<file path="src/rtl/c2d_pkg.sv">
// ----------------------------------------------------------------------------
// c2d_pkg
// Shared types, widths, register indexes and reset values of the 3x3
// zero-padded convolution block.
// ----------------------------------------------------------------------------
package c2d_pkg;

   localparam int PIXEL_BITS         = 8;
   localparam int COEF_BITS          = 8;
   localparam int KERNEL_SIZE        = 3;
   localparam int RESULT_BITS        = 20;
   localparam int PRODUCT_BITS       = PIXEL_BITS + COEF_BITS + 1;
   localparam int DIM_BITS           = 11;
   localparam int KERNEL_ROW_BITS    = KERNEL_SIZE * COEF_BITS;
   localparam int CSR_INDEX_BITS     = 3;
   localparam int CSR_DATA_BITS      = KERNEL_ROW_BITS;
   localparam int DEFAULT_MAX_WIDTH  = 1024;
   localparam int DEFAULT_MAX_HEIGHT = 1024;

   localparam logic [CSR_INDEX_BITS-1:0] CSR_IMAGE_WIDTH  = 3'd0;
   localparam logic [CSR_INDEX_BITS-1:0] CSR_IMAGE_HEIGHT = 3'd1;
   localparam logic [CSR_INDEX_BITS-1:0] CSR_KERNEL_ROW0  = 3'd2;
   localparam logic [CSR_INDEX_BITS-1:0] CSR_KERNEL_ROW1  = 3'd3;
   localparam logic [CSR_INDEX_BITS-1:0] CSR_KERNEL_ROW2  = 3'd4;

   localparam logic [DIM_BITS-1:0]        RESET_IMAGE_WIDTH  = 11'd5;
   localparam logic [DIM_BITS-1:0]        RESET_IMAGE_HEIGHT = 11'd5;
   localparam logic [KERNEL_ROW_BITS-1:0] RESET_KERNEL_ROW0  = 24'd66305;
   localparam logic [KERNEL_ROW_BITS-1:0] RESET_KERNEL_ROW1  = 24'd1280;
   localparam logic [KERNEL_ROW_BITS-1:0] RESET_KERNEL_ROW2  = 24'd131330;

   typedef logic [PIXEL_BITS-1:0] pixel_type;

   typedef struct packed {
      logic      kind;
      pixel_type pixel;
   } req_type;

   typedef struct packed {
      logic signed [RESULT_BITS-1:0] result_value;
      logic                          frame_end;
   } rsp_type;

   typedef pixel_type [KERNEL_SIZE-1:0][KERNEL_SIZE-1:0] tap_array_type;
   typedef pixel_type [KERNEL_SIZE-1:0]                  column_type;
   typedef logic [KERNEL_SIZE-1:0][KERNEL_ROW_BITS-1:0]  kernel_type;

   typedef struct packed {
      logic                   emit;
      logic                   frame_end;
      logic                   case_a;
      logic [KERNEL_SIZE-1:0] row_ok;
      logic                   col0_ok;
   } tag_type;

endpackage

</file>
<file path="src/rtl/c2d_window.sv">
// ----------------------------------------------------------------------------
// c2d_window
// 3x3 pixel window: shifts in one column per beat and registers the
// border-masked taps for the multiply stage.
// ----------------------------------------------------------------------------
module c2d_window (
   input  logic                   clock,
   input  logic                   advance,
   input  c2d_pkg::tag_type       tag,
   input  c2d_pkg::pixel_type     upper,
   input  c2d_pkg::pixel_type     lower,
   input  c2d_pkg::pixel_type     pixel,
   output c2d_pkg::tap_array_type taps
);
   import c2d_pkg::*;

   column_type    new_col;
   column_type    col1_ff;
   column_type    col2_ff;
   tap_array_type taps_ff;
   tap_array_type taps_in;

   assign new_col[0] = upper;
   assign new_col[1] = lower;
   assign new_col[2] = pixel;

   always_comb begin
      for (int a = 0; a < KERNEL_SIZE; a++) begin
         taps_in[a][0] = (tag.row_ok[a] && tag.col0_ok) ? col1_ff[a] : '0;
         taps_in[a][1] = tag.row_ok[a] ? col2_ff[a] : '0;
         taps_in[a][2] = (tag.row_ok[a] && !tag.case_a) ? new_col[a] : '0;
      end
   end

   always_ff @(posedge clock) begin
      if (advance) begin
         col1_ff <= col2_ff;
         col2_ff <= new_col;
         taps_ff <= taps_in;
      end
   end

   assign taps = taps_ff;

endmodule

</file>
<file path="config.mk">
export PLATFORM = sky130hd
export DESIGN_NAME = c2d_window
export DESIGN_NICKNAME = d
export VERILOG_FILES = /design/src/rtl/c2d_pkg.sv /design/src/rtl/c2d_window.sv
export SDC_FILE = /design/constraint.sdc
export NUM_CORES = 1
export LEC_CHECK = 0
export ABC_CLOCK_PERIOD_IN_PS = 1300
export BUFFER_PORTS_ARGS = -buffer_cell sky130_fd_sc_hd__buf_2
export CORE_MARGIN = 10
export CORE_UTILIZATION = 25
export CTS_CLUSTER_DIAMETER = 80
export DETAILED_ROUTE_END_ITERATION = 12
export PLACE_DENSITY = 0.49
export REMOVE_ABC_BUFFERS = 1
export SYNTH_ARGS = -nofsm -noshare
export SYNTH_HDL_FRONTEND = slang
export SYNTH_SLANG_ARGS = --single-unit
</file>
<file path="constraint.sdc">
create_clock -name clock -period 1.3 [get_ports clock]
set_clock_uncertainty 0.2 [all_clocks]
set_input_delay 0.065 -clock clock [delete_from_list [all_inputs] [get_ports clock]]
set_output_delay 0.065 -clock clock [all_outputs]
set_load 0.1 [all_outputs]
</file>
[Word-level counts from Yosys, hierarchy flattened]
Cells that the tools add are included.
Storage, ports and cells
  logic and storage cells: 22
  register bits: 120
  bits of input ports: 33
  output and inout port bits: 72
Operators by class
  reductions and logical operators: 7
Operators with widths (count)
  $logic_and 1x1->1: 6
  $logic_not 1->1: 1

[Longest topological paths before layout]
  depth after elaboration: 2
  gate-level depth with buffers: 2

[Worst setup path before layout]
Ideal clock, no wire load.
  path kind: flip-flop to output port
  start: register taps_ff (netlist bit taps[0])
  end: output port taps[0] (netlist name)
  buffers on the path: 0
  slack: 0.131 ns
  arrival time: 0.904 ns
  cell stages (with the launch flop): 1
  path through: edfxtp_1
RTL lines
  from (decl): line c2d_window.sv:20  | tap_array_type taps_ff;
  from (signal assigned): line c2d_window.sv:39  | taps_ff <= taps_in;
  to (decl): line c2d_window.sv:13  | output c2d_pkg::tap_array_type taps
No word-level cell between the ends.

[Worst setup path after layout]
  start: register taps_ff (netlist bit taps[3])
  end: output port taps[3] (netlist name)
No word-level cell between the ends.

==> flow_summary.ini <==
[outcome]
status = finished, violations left
violations = negative setup slack

[placed_design]
dp_cells = 519
place_hpwl_um = 5870
gp_congestion = 0.665
port_buffers = 102

[grt]
grt_start_max_net_pins = 46
grt_pass1_wl_um = 14200
grt_use_total = 0.0852
overflow = 0
antenna_found_initial = 1
grt_pass1_vias = 2487

[yosys]
ys_ff_latch = 120
async_flop_share = 0
synth_ff_type = edfxtp_1
syn_inst = 202
synth_area_um2 = 4180
synth_area_leaders = edfxtp_1 (86%), and3b_1 (4.2%), and2_1 (3.6%)
synth-edff-count = 120
synth_top_area_cell = edfxtp_1
synth_top_area_share = 0.861
ys_seq_area_frac = 0.861
yosys-top-cells-count = edfxtp_1 (120), and2_1 (24), and3_1 (24)
syn_area_per_cell_um2 = 20.7
ys_types = 8
synth.yosys.warnings = 0
synth.most_common_cell = edfxtp_1

[cells_and_area]
n_fill_cell = 1512
instances_no_fill = 575
drive_gt1_frac = 0.370
fin_nets = 376
regArea_um2 = 3600
multi_input_area_um2 = 515
syn2layout_area_growth_pct = 62.7

[worst_setup_path]
max_stage_delay_ps = 440
cp_slowest_cell = edfxtp_1
path_buf_inv = 1
worstPathArrival_ps = 1040
critical_path.top_delay_family = flip-flops
rr_endpoint = taps[38]
crit_path_max_fanout = 1
cp_cell_sequence = buf_12
crit_path_start_kind = register
worst_r2r_startpoint = col2_ff[14]
critical_path_class = reg2out
end_kind = output port
ff2ff_path_depth = 1
reg2reg_slack_ps = 300
cp.required_ps = 1030

[sta]
slew_headroom = 0.686
hold_violations = 0
rsz0062_at_grt = true
slew_violations = 0
worst_slew_pin_slew_ps = 470
finalSetupTns_ps = -8.49
finalSetupViolCount = 1
fmax_mhz = 764
hold_slack_ps = 34.3
period_needed_ps = 1310
setup_slack_ps = -8.49
period_share = 1.01

[worst_hold_path]
hp-class = in2reg
min-delay-start = tag[4]
holdPathStages = 3
hold_end = taps[17]

[drt]
finalWirelength_um = 8950
post-route-drc-count = 0
antenna_left = 0
avgViaCountPerCell = 4.01
wl_per_cell_um = 15.6
vias = 2305
dr.pass1.iters = 3
drt_iter0_drc = 44

[clock_tree]
clock_sinks = 120
htree_levels = 4
post_cts_resize_count = 0
insertion_delay_ps = 400
numCtsBuffers = 17
clk_pin_slew_ps = 50
root_buffer = clkbuf_16
tritoncts = yes
clockBufferDepth = 2

[pwr]
ir_worst_vdd_uv = 755
p_leak_uw = 0.00272
power.total_uw = 10600
p_per_area_nw_per_um2 = 1550

[run]
cap_viol_max_count = 0

[die]
start_util = 0.254
die_area_um2 = 22300
coreArea_um2 = 16500
rows = 47
io_pins = 105
die_y_um = 149
die_x_um = 149
how the worst max path moves through the flow:
stage | startpoint | to | slack, ps | cells past startpoint
3_5_place_dp | tag[0] | taps[7] | 220 | 2
5_1_grt | taps[3] | taps[3] | -60 | 1
4_1_cts | taps[3] | taps[3] | -40 | 1
2_1_floorplan | taps[0] | taps[0] | 130 | 0
3_3_place_gp | tag[0] | taps[1] | 250 | 2
6_report | taps[3] | taps[3] | -8 | 1
layout make-up:
cell class,count,area share
repair buffers,132,0.284
clock buffers,22,0.0653
multi-input cells,72,0.0757
clock inverters,8,0.00496
diodes,1,0.000368
flip-flops and latches,120,0.529
well taps,220,0.0404
tightest hold or removal path: stages:
cell     delay [ps]
buf_2           120
buf_12          150
and3b_1         200
cells by family (layout without fill, tap and decap cells):
| kind of cell | after synthesis | count (layout) | share of synthesized area |
|---|---|---|---|
| and+or+nand+nor | 72 | 72 | 0.123 |
| other | 0 | 1 | 0 |
| buffers and inverters | 10 | 162 | 0.0155 |
| DFF | 120 | 120 | 0.861 |
through the flow:
stage	util	area, um^2	worst slack, ps
2_1_floorplan	-	4120	131
4_1_cts	0.413	6800	-36.5
3_3_place_gp	0.369	6080	247
6_report	0.413	6810	-8.49
3_5_place_dp	0.369	6080	223
5_1_grt	0.413	6810	-57.8
sequential cells by signal, indices dropped and copies added (netlist names):
register	count
col1_ff	24
col2_ff	24
taps	72
routing by layer:
metal  share of wire  GRT usage  vias up
li1                -          -     1066
met2            0.47      0.125       79
met4           0.021     0.0471        0
met3            0.11     0.0525       19
met5               0          0        -
met1            0.40     0.0935     1141
timing repair:
action,4_1_cts,5_1_grt
cloned,0,0
endpoints found under the hold margin,168,0
buffers inserted,0,0
hold buffers,25,0
setup endpoints to repair,30,68
where the power goes:
| part | switching, uW | internal [uW] | total [uW] |
|---|---|---|---|
| clock network | 1490 | 2360 | 3850 |
| logic | 1290 | 693 | 1980 |
| registers | 148 | 4580 | 4720 |
cells in the final DEF, fill, tap and decap left out, drive strengths merged:
master       instances
clkbuf              22
edfxtp             120
and3b               24
and2                24
dlygate4sd3         25
and3                24
diode                1
buf                107
clkinv               8
Power figures use the tool's default switching activity.
