<file path="config.mk">
export PLATFORM = sky130hd
export DESIGN_NAME = c2d_mac
export DESIGN_NICKNAME = d
export VERILOG_FILES = /design/src/rtl/c2d_pkg.sv /design/src/rtl/c2d_mac.sv
export SDC_FILE = /design/constraint.sdc
export NUM_CORES = 2
export LEC_CHECK = 0
export ABC_CLOCK_PERIOD_IN_PS = 5830
export BUFFER_PORTS_ARGS = -buffer_cell sky130_fd_sc_hd__buf_2
export CORE_MARGIN = 2
export CORE_UTILIZATION = 40
export DETAILED_ROUTE_END_ITERATION = 8
export GPL_TIMING_DRIVEN = 0
export PLACE_DENSITY_LB_ADDON = 0.1
export SKIP_LAST_GASP = 1
export SYNTH_ARGS = -nofsm -noshare
export SYNTH_HDL_FRONTEND = slang
export SYNTH_SLANG_ARGS = --single-unit
</file>
<file path="constraint.sdc">
create_clock -name clock -period 5.83 [get_ports clock]
set_input_delay 1.166 -clock clock [delete_from_list [all_inputs] [get_ports clock]]
set_output_delay 1.166 -clock clock [all_outputs]
set_load 0.005 [all_outputs]
</file>
<file path="src/rtl/c2d_pkg.sv">
// ----------------------------------------------------------------------------
// c2d_pkg
// Shared types, widths, register indexes and reset values of the 3x3
// zero-padded convolution block.
// ----------------------------------------------------------------------------
package c2d_pkg;

   localparam int PIXEL_BITS         = 8;
   localparam int COEF_BITS          = 8;
   localparam int KERNEL_SIZE        = 3;
   localparam int RESULT_BITS        = 20;
   localparam int PRODUCT_BITS       = PIXEL_BITS + COEF_BITS + 1;
   localparam int DIM_BITS           = 11;
   localparam int KERNEL_ROW_BITS    = KERNEL_SIZE * COEF_BITS;
   localparam int CSR_INDEX_BITS     = 3;
   localparam int CSR_DATA_BITS      = KERNEL_ROW_BITS;
   localparam int DEFAULT_MAX_WIDTH  = 1024;
   localparam int DEFAULT_MAX_HEIGHT = 1024;

   localparam logic [CSR_INDEX_BITS-1:0] CSR_IMAGE_WIDTH  = 3'd0;
   localparam logic [CSR_INDEX_BITS-1:0] CSR_IMAGE_HEIGHT = 3'd1;
   localparam logic [CSR_INDEX_BITS-1:0] CSR_KERNEL_ROW0  = 3'd2;
   localparam logic [CSR_INDEX_BITS-1:0] CSR_KERNEL_ROW1  = 3'd3;
   localparam logic [CSR_INDEX_BITS-1:0] CSR_KERNEL_ROW2  = 3'd4;

   localparam logic [DIM_BITS-1:0]        RESET_IMAGE_WIDTH  = 11'd5;
   localparam logic [DIM_BITS-1:0]        RESET_IMAGE_HEIGHT = 11'd5;
   localparam logic [KERNEL_ROW_BITS-1:0] RESET_KERNEL_ROW0  = 24'd66305;
   localparam logic [KERNEL_ROW_BITS-1:0] RESET_KERNEL_ROW1  = 24'd1280;
   localparam logic [KERNEL_ROW_BITS-1:0] RESET_KERNEL_ROW2  = 24'd131330;

   typedef logic [PIXEL_BITS-1:0] pixel_type;

   typedef struct packed {
      logic      kind;
      pixel_type pixel;
   } req_type;

   typedef struct packed {
      logic signed [RESULT_BITS-1:0] result_value;
      logic                          frame_end;
   } rsp_type;

   typedef pixel_type [KERNEL_SIZE-1:0][KERNEL_SIZE-1:0] tap_array_type;
   typedef pixel_type [KERNEL_SIZE-1:0]                  column_type;
   typedef logic [KERNEL_SIZE-1:0][KERNEL_ROW_BITS-1:0]  kernel_type;

   typedef struct packed {
      logic                   emit;
      logic                   frame_end;
      logic                   case_a;
      logic [KERNEL_SIZE-1:0] row_ok;
      logic                   col0_ok;
   } tag_type;

endpackage

</file>
<file path="src/rtl/c2d_mac.sv">
// ----------------------------------------------------------------------------
// c2d_mac
// Nine registered tap-by-coefficient products (kernel flipped) and their sum.
// ----------------------------------------------------------------------------
module c2d_mac (
   input  logic                                      clock,
   input  logic                                      load,
   input  c2d_pkg::tap_array_type                    taps,
   input  c2d_pkg::kernel_type                       kernel,
   output logic signed [c2d_pkg::RESULT_BITS-1:0]    sum
);
   import c2d_pkg::*;

   localparam int TAP_COUNT = KERNEL_SIZE * KERNEL_SIZE;

   logic signed [PRODUCT_BITS-1:0] prod_in [TAP_COUNT];
   logic signed [PRODUCT_BITS-1:0] prod_ff [TAP_COUNT];

   always_comb begin
      for (int a = 0; a < KERNEL_SIZE; a++) begin
         for (int b = 0; b < KERNEL_SIZE; b++) begin
            prod_in[a*KERNEL_SIZE+b] = $signed({1'b0, taps[a][b]})
               * $signed(kernel[KERNEL_SIZE-1-a][(KERNEL_SIZE-1-b)*COEF_BITS +: COEF_BITS]);
         end
      end
   end

   always_ff @(posedge clock) begin
      if (load) begin
         prod_ff <= prod_in;
      end
   end

   always_comb begin
      logic signed [RESULT_BITS-1:0] acc;
      acc = '0;
      for (int i = 0; i < TAP_COUNT; i++) begin
         acc = acc + RESULT_BITS'(prod_ff[i]);
      end
      sum = acc;
   end

endmodule

</file>
# [Yosys cells after proc, flatten, opt, wreduce, memory -nomap -nowiden]
# Cells that the tools add are included.
[totals] reg_bits=153 latch_bits=0 mem_bits_rw=0 mem_bits_ro=0 in_bits=146 output_inout_bits=20 wordCells=26 mem_count=0
[op_classes] addsub=8 mul=9 div=0 order_cmp=0 n_eq_ne=0 n_shift=0 n_mux=0 n_bitwise=0 n_reduce_logical=0
[ops] op="$mul A9 B8 Y17" n=9
[ops] op="$add A20 B17 Y20" n=5
[ops] op="$add A19 B17 Y20" n=1
[ops] op="$add A18 B17 Y19" n=1
[ops] op="$add A17 B17 Y18" n=1

# [Depth between registers and ports, before layout]
[logic_depth] word_depth=8 mapped_depth=17 depth_no_buf=17

# [Least setup slack after synthesis]
# Ideal clock, no wire load.
[synth_path] path_type="register -> output" from="reg prod_ff[112] (netlist bit)" to="out sum[19] (netlist bit)" arrival_ps=4027 slack_ps=637 stages_incl_launch_ff=14 path_cell_list="edfxtp_1 > fa_1 > fa_1 > fa_1 > inv_1 > fa_1 > inv_1 > ha_1 > and3_4 > and3_2 > a211oi_4 > a31oi_2 > a311oi_2 > xnor2_1"
[synth_via] elab_chain_cells=7
[synth_lines] item="start, declared" line_no="c2d_mac.sv:17" text="logic signed [PRODUCT_BITS-1:0] prod_ff [TAP_COUNT];"
[synth_lines] item="start signal, assigned" line_no="c2d_mac.sv:30" text="prod_ff <= prod_in;"
[synth_lines] item="$add A18 B17 Y19" line_no="c2d_mac.sv:38" text="acc = acc + RESULT_BITS'(prod_ff[i]);"
[synth_lines] item="$add A19 B17 Y20" line_no="c2d_mac.sv:38"
[synth_lines] item="$add A20 B17 Y20 (5 in series)" line_no="c2d_mac.sv:38"
[synth_lines] item="end, declared" line_no="c2d_mac.sv:10" text="output logic signed [c2d_pkg::RESULT_BITS-1:0] sum"
# Every way passes these cells.

# [Final worst setup path]
[layout_path] from="reg prod_ff[139] (netlist bit)" to="out sum[19] (netlist bit)"
[layout_via] elab_chain_cells=8
[layout_lines] item="$add A17 B17 Y18" line_no="c2d_mac.sv:38"
[layout_lines] item="$add A18 B17 Y19" line_no="c2d_mac.sv:38"
[layout_lines] item="$add A19 B17 Y20" line_no="c2d_mac.sv:38"
[layout_lines] item="$add A20 B17 Y20 (5 in series)" line_no="c2d_mac.sv:38"
# Every way passes these cells.

==> flow_metrics.tcl <==
set metrics [dict create \
    crit_type "reg2out" \
    gp_congestion 0.851 \
    clkSinkCount 153 \
    dpl.hpwl_um 57000 \
    drc 0 \
    hold_viol_final 0 \
    tritoncts "done" \
    setup_viol 9 \
    cp_common_cell "fa_1" \
    cp_max_fo 3 \
    timing.setup.tns_ns -1.90 \
    worstMarginPinSlew_ns 0.634 \
    dp.cells 4050 \
    crit_path_end_kind "primary output" \
    synthMuxAreaShare 0.00140 \
    rsz0062_at_grt "yes" \
    synth_top_family_by_area "adder cells" \
    syn_inst 2944 \
    clk_pin_slew_worst_paths_ns 0.07 \
    die_y_um 271 \
    cp_cell_sequence "fa_1 > fa_1 > fa_1 > inv_1 > fa_1 > inv_1 > ha_1 > a211oi_2 > o21bai_2 > a211oi_4 > a31oi_4 > a311oi_2 > xnor2_2 > buf_2" \
    dr.pass1.iters 7 \
    io_pins 166 \
    fill_cells 6870 \
    wl_um 65400 \
    first_global_vias 21600 \
    required_ns 4.66 \
    slew_headroom 0.577 \
    drv_cap 0 \
    synth.avg_cell_area_um2 9.71 \
    ant_nets 0 \
    syn2layout_area_growth_pct 10.2 \
    cts_buffer_depth 2 \
    synthArstFlopShare 0 \
    synthFlopType "edfxtp_1" \
    grt_usage 0.186 \
    slew_viol_final 0 \
    max_stage_delay_ns 0.59 \
    drt_iter0_drc 853 \
    synthAdderAreaFrac 0.496 \
    antenna_found_initial 4 \
    hp-class "in2reg" \
    coreArea_um2 70400 \
    synth_compound_area_frac 0.0644 \
    wire_per_inst_um 16.0 \
    setup_ws_ns -0.383 \
    fin_crit_sh 1.07 \
    cp.arrival_ns 5.05 \
    drive_gt1_frac 0.0847 \
    yosysUniqueCellTypes 60 \
    synthTopCellsByArea "fa_1, ha_1, edfxtp_1" \
    ys_warn_count 0 \
    cts_hold_buf 0 \
    violations "setup timing" \
    syn-cell-area_um2 28600 \
    synth_largest_area_cell "fa_1" \
    grt_pass1_wl_um 110000 \
    ys_seq_elements 153 \
    cts_buffers 17 \
    timing.fmax_ghz 0.161 \
    std_cell_rows 97 \
    start_util 0.406 \
    largest-register "prod_ff" \
    synthSimpleGateAreaFrac 0.149 \
    vias 19800 \
    synthDominantCellAreaShare 0.318 \
    start_kind "flip-flop" \
    via_per_inst 4.83 \
    synth-xor-area-share 0.0322 \
    yosysSeqAreaShare 0.161 \
    final_nets 4146 \
    io_buffers 165 \
    cp_slowest_cell "fa_1" \
    hold_slack_ns 1.12 \
    die_x_um 271 \
    fin_crit_ns 6.21 \
    design.die.area_um2 73600 \
    largest_reg_flops 153 \
    reg.largest.list "prod_ff x153" \
    instances_no_fill 4093 \
    syn-num-nets 3951 \
    outcome "finished, violations left" \
    cts_max_level 4 \
    gr-total-overflow 0 \
    grt_max_degree 92 \
    synth_edf_count 153 \
    cts_root_buf "clkbuf_16" \
]
-- synthesized netlist by cell type (all sizes together) (2+ instances only) --
cell and n:
a2111oi 12, a211oi 5, a21o 23, a21oi 82
a221oi 2, a311oi 9, a31o 3, a31oi 5
and2 283, and3 12, and4b 2, clkbuf 2
edfxtp 153, fa 454, ha 407, inv 726
mux2i 4, nand2 287, nand2b 59, nand3 20
nand4 2, nand4b 3, nor2 83, nor2b 30
nor3 27, nor4 7, nor4b 4, o211ai 9
o21a 10, o21ai 61, o21bai 14, o311a 2
o311ai 9, o31a 3, o31ai 2, o41ai 6
or2 3, or3 5, or4b 2, xnor2 77
xor2 28
-- area by class of cell --
| class | instances | area, µm² | area share |
|---|---|---|---|
| Antenna cell | 1 | 2.50 | 0.0000795 |
| Multi-Input combinational cell | 2063 | 21500 | 0.681 |
| Sequential cell | 153 | 4590 | 0.146 |
| Clock buffer | 17 | 425 | 0.0135 |
| Timing Repair Buffer | 176 | 950 | 0.0302 |
| Clock inverter | 15 | 163 | 0.00516 |
| Buffer | 2 | 7.51 | 0.000238 |
| Inverter | 726 | 2730 | 0.0865 |
| Tap cell | 940 | 1180 | 0.0373 |
-- cells in the final DEF, fill, tap and decap left out, types with 20 or more instances in the layout --
cell type / n
xnor2_1: 70
ha_1: 404
and2_1: 283
nand2_1: 287
nor2b_1: 29
nor3_1: 27
xor2_1: 25
fa_1: 447
inv_1: 719
nand3_1: 20
a21o_1: 23
edfxtp_1: 153
nor2_1: 82
a21oi_1: 80
o21ai_0: 29
o21ai_1: 30
nand2b_1: 59
buf_2: 164
-- logic make-up after synthesis --
kind of cell               count (synthesis)
AOI/OAI and AO/OA                        261
xor gates and xnor gates                 105
adders and majority gates                861
buffers and inverters                    728
DFF                                      153
muxes                                      4
and+or+nand+nor                          832
-- timing repair --
| item | 4_1_cts | 5_1_grt |
|---|---|---|
| pin swaps | 23 | 23 |
| gates resized for setup | 27 | 22 |
| gates cloned | 0 | 0 |
| endpoints found under the setup margin | 10 | 13 |
| setup buffers | 6 | 5 |
-- final timing paths --
| check | start | endpoint | cells after the start |
|---|---|---|---|
| worst max-delay path | prod_ff[139]$_DFFE_PP_ | sum[19] | 14 |
| worst min-delay path | kernel[0] | prod_ff[0]$_DFFE_PP_ | 2 |
-- per-stage QoR --
step                cell area [µm²]  setup slack, ns   util
floorplan                     28600            0.637      -
global placement              30600           -0.263  0.434
detailed placement            30600           -0.252  0.435
CTS                           31400           -0.361  0.446
global route                  31500           -0.525  0.447
finish                        31500           -0.383  0.447
-- layer usage --
layer	track usage	routed length, µm
met1	0.242	29000
met2	0.331	32900
met3	0.0195	1860
met4	0.0493	1550
met5	0	0
-- critical path: cells and delay by family, from the launching register on --
kind	cells	cell delay, ns
DFF	1	0.40
adders and majority gates	5	2.44
buffers and inverters	3	0.28
xor gates and xnor gates	1	0.21
AOI/OAI and AO/OA	5	1.28
Power is left out: the tool's default activity adds up to more than one toggle a clock period on the data nets, which glitch-free logic cannot reach.
